$ cat src/dlpg_pkg.sv
// Shared types for the DDA line point generator.
// No dependencies; imported by the sequencer and the top level.
package dlpg_pkg;

    // sequencer states
    typedef enum logic [1:0]
    {
        ST_IDLE,
        ST_SETUP,
        ST_RUN
    } seq_state_t;

    // controls from sequencer to datapath
    typedef struct packed
    {
        logic in_ready;   // input word may be taken
        logic latch;      // capture endpoints
        logic setup;      // load differences, step count, positions
        logic out_valid;  // current point is on the output
        logic advance;    // point taken, step both axes
    } seq_ctrl_t;

endpackage

$ cat src/dda_line_point_generator_top.sv
// Top level of the DDA line point generator.
// Depends on dlpg_pkg, dlpg_seq and dlpg_step_unit.
//
//  channel   dir  signals                        word contents
//  s_axis    in   tvalid tready tdata            one segment (two endpoints)
//  m_axis    out  tvalid tready tdata tlast      one pixel point, tlast on last
//
// Sequence: a segment with steps = max(|dr|, |dc|) is accepted in idle, then
// passes a setup state (differences, abs, max) and a run of steps + 1 points
// before the sequencer returns to idle for the next accept.
// The single step unit turns out one point per cycle for both axes while
// m_axis_tready is high.
// Reset: rst_n is asynchronous, active low; it returns the sequencer to
// idle. Datapath registers are loaded before use and carry no reset.
// Stalls: s_axis_tready is high only while idle. A point holds on m_axis
// until taken; a low m_axis_tready freezes the step unit.
//
// Position per axis is kept as a quotient and remainder of
// ((2*a1+1)*steps + 2*k*d) / (2*steps): the remainder starts at steps and
// each point adds 2*d, wrapping by 2*steps with a +/-1 on the position.
module dda_line_point_generator_top
    import dlpg_pkg::*;
#(
    parameter int COORD_BITS = 6
) (
    input  logic clk,
    input  logic rst_n,

    input  logic                                   s_axis_tvalid,
    output logic                                   s_axis_tready,
    // start_row, start_col, end_row, end_col (low to high), zero padded
    input  logic [((4*COORD_BITS+7)/8)*8-1:0]      s_axis_tdata,

    output logic                                   m_axis_tvalid,
    input  logic                                   m_axis_tready,
    // point_row, point_col (low to high), zero padded
    output logic [((2*COORD_BITS+7)/8)*8-1:0]      m_axis_tdata,
    output logic                                   m_axis_tlast   // last_point
);

    localparam int CB    = COORD_BITS;
    localparam int OUT_W = ((2*CB+7)/8)*8;

    seq_ctrl_t ctrl;

    // latched endpoints
    logic [CB-1:0] start_row_reg;
    logic [CB-1:0] start_col_reg;
    logic [CB-1:0] end_row_reg;
    logic [CB-1:0] end_col_reg;

    // per-segment constants and running state
    logic [1:0][CB:0]   delta_reg;
    logic [CB-1:0]      steps_reg;
    logic [1:0][CB-1:0] pos_reg;
    logic [1:0][CB:0]   rem_reg;
    logic [CB-1:0]      idx_reg;

    // setup arithmetic
    logic [CB:0]   diff_row;
    logic [CB:0]   diff_col;
    logic [CB:0]   neg_row;
    logic [CB:0]   neg_col;
    logic [CB-1:0] abs_row;
    logic [CB-1:0] abs_col;
    logic [CB-1:0] steps_next;

    logic [1:0][CB-1:0] pos_next;
    logic [1:0][CB:0]   rem_next;
    logic               last;

    assign diff_row = {1'b0, end_row_reg} - {1'b0, start_row_reg};
    assign diff_col = {1'b0, end_col_reg} - {1'b0, start_col_reg};
    assign neg_row  = -diff_row;
    assign neg_col  = -diff_col;
    assign abs_row  = diff_row[CB] ? neg_row[CB-1:0] : diff_row[CB-1:0];
    assign abs_col  = diff_col[CB] ? neg_col[CB-1:0] : diff_col[CB-1:0];
    assign steps_next = (abs_row > abs_col) ? abs_row : abs_col;

    assign last = (idx_reg == steps_reg);

    dlpg_seq u_seq
    (
        .clk       (clk),
        .rst_n     (rst_n),
        .in_valid  (s_axis_tvalid),
        .out_ready (m_axis_tready),
        .last      (last),
        .ctrl      (ctrl)
    );

    dlpg_step_unit #(
        .COORD_BITS (CB)
    ) u_step (
        .pos      (pos_reg),
        .rem      (rem_reg),
        .delta    (delta_reg),
        .steps    (steps_reg),
        .pos_next (pos_next),
        .rem_next (rem_next)
    );

    always_ff @(posedge clk)
    begin
        if (ctrl.latch)
        begin
            start_row_reg <= s_axis_tdata[CB-1:0];
            start_col_reg <= s_axis_tdata[2*CB-1:CB];
            end_row_reg   <= s_axis_tdata[3*CB-1:2*CB];
            end_col_reg   <= s_axis_tdata[4*CB-1:3*CB];
        end
    end

    always_ff @(posedge clk)
    begin
        if (ctrl.setup)
        begin
            delta_reg[0] <= diff_row;
            delta_reg[1] <= diff_col;
            steps_reg    <= steps_next;
            pos_reg[0]   <= start_row_reg;
            pos_reg[1]   <= start_col_reg;
            rem_reg[0]   <= {1'b0, steps_next};   // the half-pixel offset
            rem_reg[1]   <= {1'b0, steps_next};
            idx_reg      <= '0;
        end
        else if (ctrl.advance)
        begin
            pos_reg <= pos_next;
            rem_reg <= rem_next;
            idx_reg <= idx_reg + 1'b1;
        end
    end

    assign s_axis_tready = ctrl.in_ready;
    assign m_axis_tvalid = ctrl.out_valid;
    assign m_axis_tdata  = OUT_W'({pos_reg[1], pos_reg[0]});
    assign m_axis_tlast  = ctrl.out_valid && last;

    // the last point of a run lands exactly on the end point
    a_endpoint: assert property (@(posedge clk) disable iff (!rst_n)
        (m_axis_tvalid && m_axis_tlast) |->
            (pos_reg[0] == end_row_reg) && (pos_reg[1] == end_col_reg))
        else $error("last point differs from end point");

    // remainders stay below twice the step count during a run
    a_rem: assert property (@(posedge clk) disable iff (!rst_n)
        (m_axis_tvalid && (steps_reg != '0)) |->
            (rem_reg[0] < {steps_reg, 1'b0}) && (rem_reg[1] < {steps_reg, 1'b0}))
        else $error("remainder out of range");

    // the point counter never passes the step count
    a_idx: assert property (@(posedge clk) disable iff (!rst_n)
        m_axis_tvalid |-> (idx_reg <= steps_reg))
        else $error("point index past step count");

endmodule

$ cat src/dlpg_step_unit.sv
// Shared per-point step unit: one add and compare/correct per axis.
// Depends on nothing; instantiated by the top level.
module dlpg_step_unit #(
    parameter int COORD_BITS = 6
) (
    input  logic [1:0][COORD_BITS-1:0] pos,       // current positions (row, col)
    input  logic [1:0][COORD_BITS:0]   rem,       // remainders in [0, 2*steps)
    input  logic [1:0][COORD_BITS:0]   delta,     // signed differences
    input  logic [COORD_BITS-1:0]      steps,
    output logic [1:0][COORD_BITS-1:0] pos_next,
    output logic [1:0][COORD_BITS:0]   rem_next
);

    localparam int RW = COORD_BITS + 3;

    logic [RW-1:0] twice_steps;

    assign twice_steps = {2'b00, steps, 1'b0};

    for (genvar i = 0; i < 2; i++) begin : g_lane
        logic [RW-1:0] sum;
        logic [RW-1:0] sum_sub;
        logic [RW-1:0] sum_add;

        // remainder plus twice the difference
        assign sum     = {2'b00, rem[i]} + {delta[i][COORD_BITS], delta[i], 1'b0};
        assign sum_sub = sum - twice_steps;
        assign sum_add = sum + twice_steps;

        always_comb
        begin
            priority if (!sum[RW-1] && (sum >= twice_steps))
            begin
                pos_next[i] = pos[i] + 1'b1;
                rem_next[i] = sum_sub[COORD_BITS:0];
            end
            else if (sum[RW-1])
            begin
                pos_next[i] = pos[i] - 1'b1;
                rem_next[i] = sum_add[COORD_BITS:0];
            end
            else
            begin
                pos_next[i] = pos[i];
                rem_next[i] = sum[COORD_BITS:0];
            end
        end
    end

endmodule

$ cat src/dlpg_seq.sv
// Sequencer for the DDA line point generator: latch, setup, point run.
// Depends on dlpg_pkg; instantiated by the top level.
module dlpg_seq
    import dlpg_pkg::*;
(
    input  logic      clk,
    input  logic      rst_n,
    input  logic      in_valid,
    input  logic      out_ready,
    input  logic      last,
    output seq_ctrl_t ctrl
);

    seq_state_t state_reg;
    seq_state_t state_next;

    always_ff @(posedge clk or negedge rst_n)
    begin
        if (!rst_n)
            state_reg <= ST_IDLE;
        else
            state_reg <= state_next;
    end

    always_comb
    begin
        state_next = state_reg;
        unique case (state_reg)
            ST_IDLE:
            begin
                if (in_valid)
                    state_next = ST_SETUP;
            end
            ST_SETUP:
                state_next = ST_RUN;
            ST_RUN:
            begin
                if (out_ready && last)
                    state_next = ST_IDLE;
            end
            default:
                state_next = ST_IDLE;
        endcase
    end

    always_comb
    begin
        ctrl = '0;
        unique case (state_reg)
            ST_IDLE:
            begin
                ctrl.in_ready = 1'b1;
                ctrl.latch    = in_valid;
            end
            ST_SETUP:
                ctrl.setup = 1'b1;
            ST_RUN:
            begin
                ctrl.out_valid = 1'b1;
                ctrl.advance   = out_ready;
            end
            default:
                ctrl = '0;
        endcase
    end

    // input and output sides never open together
    a_excl: assert property (@(posedge clk) disable iff (!rst_n)
        !(ctrl.in_ready && ctrl.out_valid))
        else $error("input ready while output valid");

    // an accepted word is always followed by the setup cycle
    a_setup: assert property (@(posedge clk) disable iff (!rst_n)
        ctrl.latch |=> ctrl.setup)
        else $error("setup did not follow accept");

    // run ends only on the last point being taken
    a_end: assert property (@(posedge clk) disable iff (!rst_n)
        (ctrl.out_valid && !(out_ready && last)) |=> ctrl.out_valid)
        else $error("run ended early");

endmodule

$ cat config.mk
export PLATFORM = sky130hd
export DESIGN_NAME = dda_line_point_generator_top
export DESIGN_NICKNAME = d
export VERILOG_FILES = /design/src/dlpg_pkg.sv /design/src/dda_line_point_generator_top.sv /design/src/dlpg_step_unit.sv /design/src/dlpg_seq.sv
export SDC_FILE = /design/constraint.sdc
export NUM_CORES = 1
export LEC_CHECK = 0
export BUFFER_PORTS_ARGS = -buffer_cell sky130_fd_sc_hd__buf_4
export CAP_MARGIN = 0
export CORE_MARGIN = 4
export CORE_UTILIZATION = 25
export CTS_CLUSTER_SIZE = 8
export DETAILED_ROUTE_END_ITERATION = 6
export PLACE_DENSITY = 0.4
export SLEW_MARGIN = 20
export SYNTH_ARGS = -nofsm -noshare
export SYNTH_HDL_FRONTEND = slang
export SYNTH_SLANG_ARGS = --single-unit
$ cat constraint.sdc
create_clock -name clk -period 6.5 [get_ports clk]
set_input_delay 0.325 -clock clk [delete_from_list [all_inputs] [get_ports clk]]
set_output_delay 0.325 -clock clk [all_outputs]
set_load 0.03 [all_outputs]
==> impl_metrics.csv <==
group,metric,value,unit
run_status,status,"completed",
critical_path,reg2reg_depth,18,
min_path,min_to,"start_col_reg[2]",
detailed_routing,routed_wl,13.4,mm
global_route,grt_pass1_wl,21.9,mm
critical_path,r2r-end,"m_axis_tdata[11]",
cts,cts_buffer_depth,2,
logic_synthesis,synthDistinctLibCells,67,
finish,fillCellCount,2362,
finish,stdcell_count,906,
timing,worst_slew_pin_slew,0.672,ns
timing,fin_setup_tns,0,ns
timing,finalCritPeriodShare,70.9,%
cts,cts_tree,"done",
critical_path,worstPathRequired,6.58,ns
cts,cts_buffers,9,
cts,cts_max_level,3,
logic_synthesis,seq_area_frac_synth,38.7,%
cts,cts_setup_buffers,0,
min_path,worstHoldStart,"s_axis_tdata[8]",
cts,path_clk_slew,0.07,ns
cts,clk_latency,0.35,ns
timing,fin_skew,0.0103,ns
timing,rsz0062_at_grt,"no",
critical_path,critPathMaxFanout,7,
min_path,hold_depth,1,
finish,area_growth,15.7,%
finish,layout-drive-gt1-share,12.6,%
die,start_util,25.4,%
detailed_routing,drtIter0Drc,181,
logic_synthesis,yosys.area.top_type_share,35.0,%
placement,dp_hpwl,10.4,mm
logic_synthesis,synthTopCellsByCount,"67 x edfxtp_1, 63 x ha_1, 60 x inv_1",
die,die_w,160,um
die,row_count,55,
finish,diodes,0,
placement,gp_congestion,0.794,
logic_synthesis,yosysMostFrequentCell,"edfxtp_1",
logic_synthesis,yosys-top-cells-area,"edfxtp_1 35%, ha_1 14%, xnor2_1 4.6%",
logic_synthesis,yosysTopAreaCell,"edfxtp_1",
global_route,track_usage,10.6,%
placement,port_buffers,42,
detailed_routing,vias_per_cell,4.57,
finish,largest_register_ffs,14,
run,cap_violations,0,
die,dieArea,25500,sq um
timing,period_needed,4.61,ns
critical_path,crit_type,"reg -> reg",
detailed_routing,wl_per_cell,14.7,um
critical_path,rrSetupSlack,1.89,ns
global_route,grt_pass1_vias,4154,
logic_synthesis,synth_edf_count,67,
cts,cts_root_buf,"clkbuf_16",
critical_path,cp-end-kind,"register",
timing,max_slew_margin,53.9,%
logic_synthesis,synthArstFlopShare,2.60,%
logic_synthesis,syn_inst,572,
timing,fmax,217,MHz
detailed_routing,ant_nets,0,
die,pin_count,47,
cts,cts_num_sinks,77,
logic_synthesis,ys_seq_elements,77,
timing,final-hold-violation-count,0,
cts,cts-resized-gates,0,
detailed_routing,drc,0,
logic_synthesis,synth_top_flop_cell,"edfxtp_1",
detailed_routing,first_pass_iters,6,
die,fp.dieH,160,um
critical_path,r2r-start,"delta_reg[8]",
critical_path,start_kind,"register",
logic_synthesis,synth_area_per_cell,10.0,sq um
global_route,grt_start_max_net_pins,34,
finish,layout.nets,717,
timing,final-setup-viol-count,0,
critical_path,arrival,4.69,ns
timing,slew_viol_final,0,
die,core,22600,sq um
logic_synthesis,syn-cell-area,5750,sq um
min_path,min_path_type,"in -> reg",
global_route,antenna_found_initial,0,
logic_synthesis,ys_warn_count,0,
global_route,grt.overflow.total,0,
placement,placed_cells,889,
detailed_routing,num_vias,4144,
-- cell usage in the layout (no fill, tap or decap), types with 3 or more instances in the layout --
master     instances
a21o_1             6
a21oi_1           41
a31oi_1            4
and2_1             4
and3_1             4
buf_4             45
clkbuf_16          9
conb_1             4
dfxtp_1            8
edfxtp_1          67
fa_1              10
ha_1              63
inv_1             60
mux2_2             3
mux2i_1           14
nand2_1           33
nand2b_1          10
nand3_1           10
nand4_1            6
nor2_1            40
nor2b_1           11
nor3_1             5
nor4_1             4
o211ai_1           7
o21a_1             5
o21ai_0           32
o21bai_1           5
o221ai_1           3
o31ai_1            4
or2_2              3
xnor2_1           30
xor2_1            21
-- metrics by stage --
step | cell area, sq um | utilization, % | worst slack (ns) | hold slack, ns
after detailed placement | 6360 | 28.1 | 1.89 | 0.108
after floorplan | 5760 | - | 2.33 | 0.0294
after global routing | 6650 | 29.4 | 1.54 | 0.135
after global placement | 6360 | 28.1 | 2.02 | 0.108
final | 6650 | 29.4 | 1.89 | 0.152
after CTS | 6650 | 29.4 | 1.89 | 0.134
-- critical path, stage by stage (launching register included) --
cell      delay (ns)
edfxtp_1        0.44
ha_1            0.32
a21o_1          0.18
a21oi_1         0.36
o21ai_0         0.18
xnor2_1         0.18
ha_1            0.36
inv_1           0.10
a311oi_1        0.39
nor3_2          0.13
or2_2           0.38
ha_1            0.30
a21o_1          0.16
a21oi_1         0.24
o21bai_1        0.09
a21oi_1         0.17
xnor2_1         0.16
xnor2_1         0.14
a21oi_1         0.08
-- cell families after synthesis --
family / count (synthesis) / synth area share (%)
buffers and inverters: 76 / 5.57
AND/OR/NAND/NOR: 143 / 12.5
adder cells (fa/ha/maj): 73 / 17.2
flip-flops: 77 / 38.7
AO/OA/AOI/OAI: 132 / 14.7
XOR/XNOR: 52 / 8.06
multiplexers: 18 / 3.29
other: 1 / 0.0653
-- worst max path at each step --
stage / startpoint / endpoint / slack (ns) / cells past startpoint
4_1_cts: delta_reg[8] / m_axis_tdata[11] / 1.89 / 18
2_1_floorplan: delta_reg[8] / m_axis_tdata[11] / 2.33 / 18
3_5_place_dp: delta_reg[8] / m_axis_tdata[11] / 1.89 / 18
3_3_place_gp: delta_reg[8] / m_axis_tdata[11] / 2.02 / 18
5_1_grt: delta_reg[8] / m_axis_tdata[11] / 1.54 / 18
6_report: delta_reg[8] / m_axis_tdata[11] / 1.89 / 18
-- area by class of cell --
type,instances,area (sq um),share of cell area (%)
Clock buffer,9,225,3.39
Tap cell,285,357,5.36
Inverter,60,225,3.39
Sequential cell,77,2220,33.4
Clock inverter,7,56.3,0.847
Timing Repair Buffer,46,348,5.23
Multi-Input combinational cell,422,3220,48.4
-- routing by layer --
metal	track usage, %	vias to the layer above	wire [um]
li1	-	2130	-
met1	13.9	1922	6250
met2	17.6	75	6370
met3	1.50	17	467
met4	4.54	0	277
met5	0	-	0
-- repair_timing --
action,in CTS,in global routing
setup endpoints to repair,0,0
hold endpoints to repair,2,0
hold buffers,1,0
Power is not shown: default switching activity piles up to over one toggle a cycle in this logic, so the estimate is an artifact.
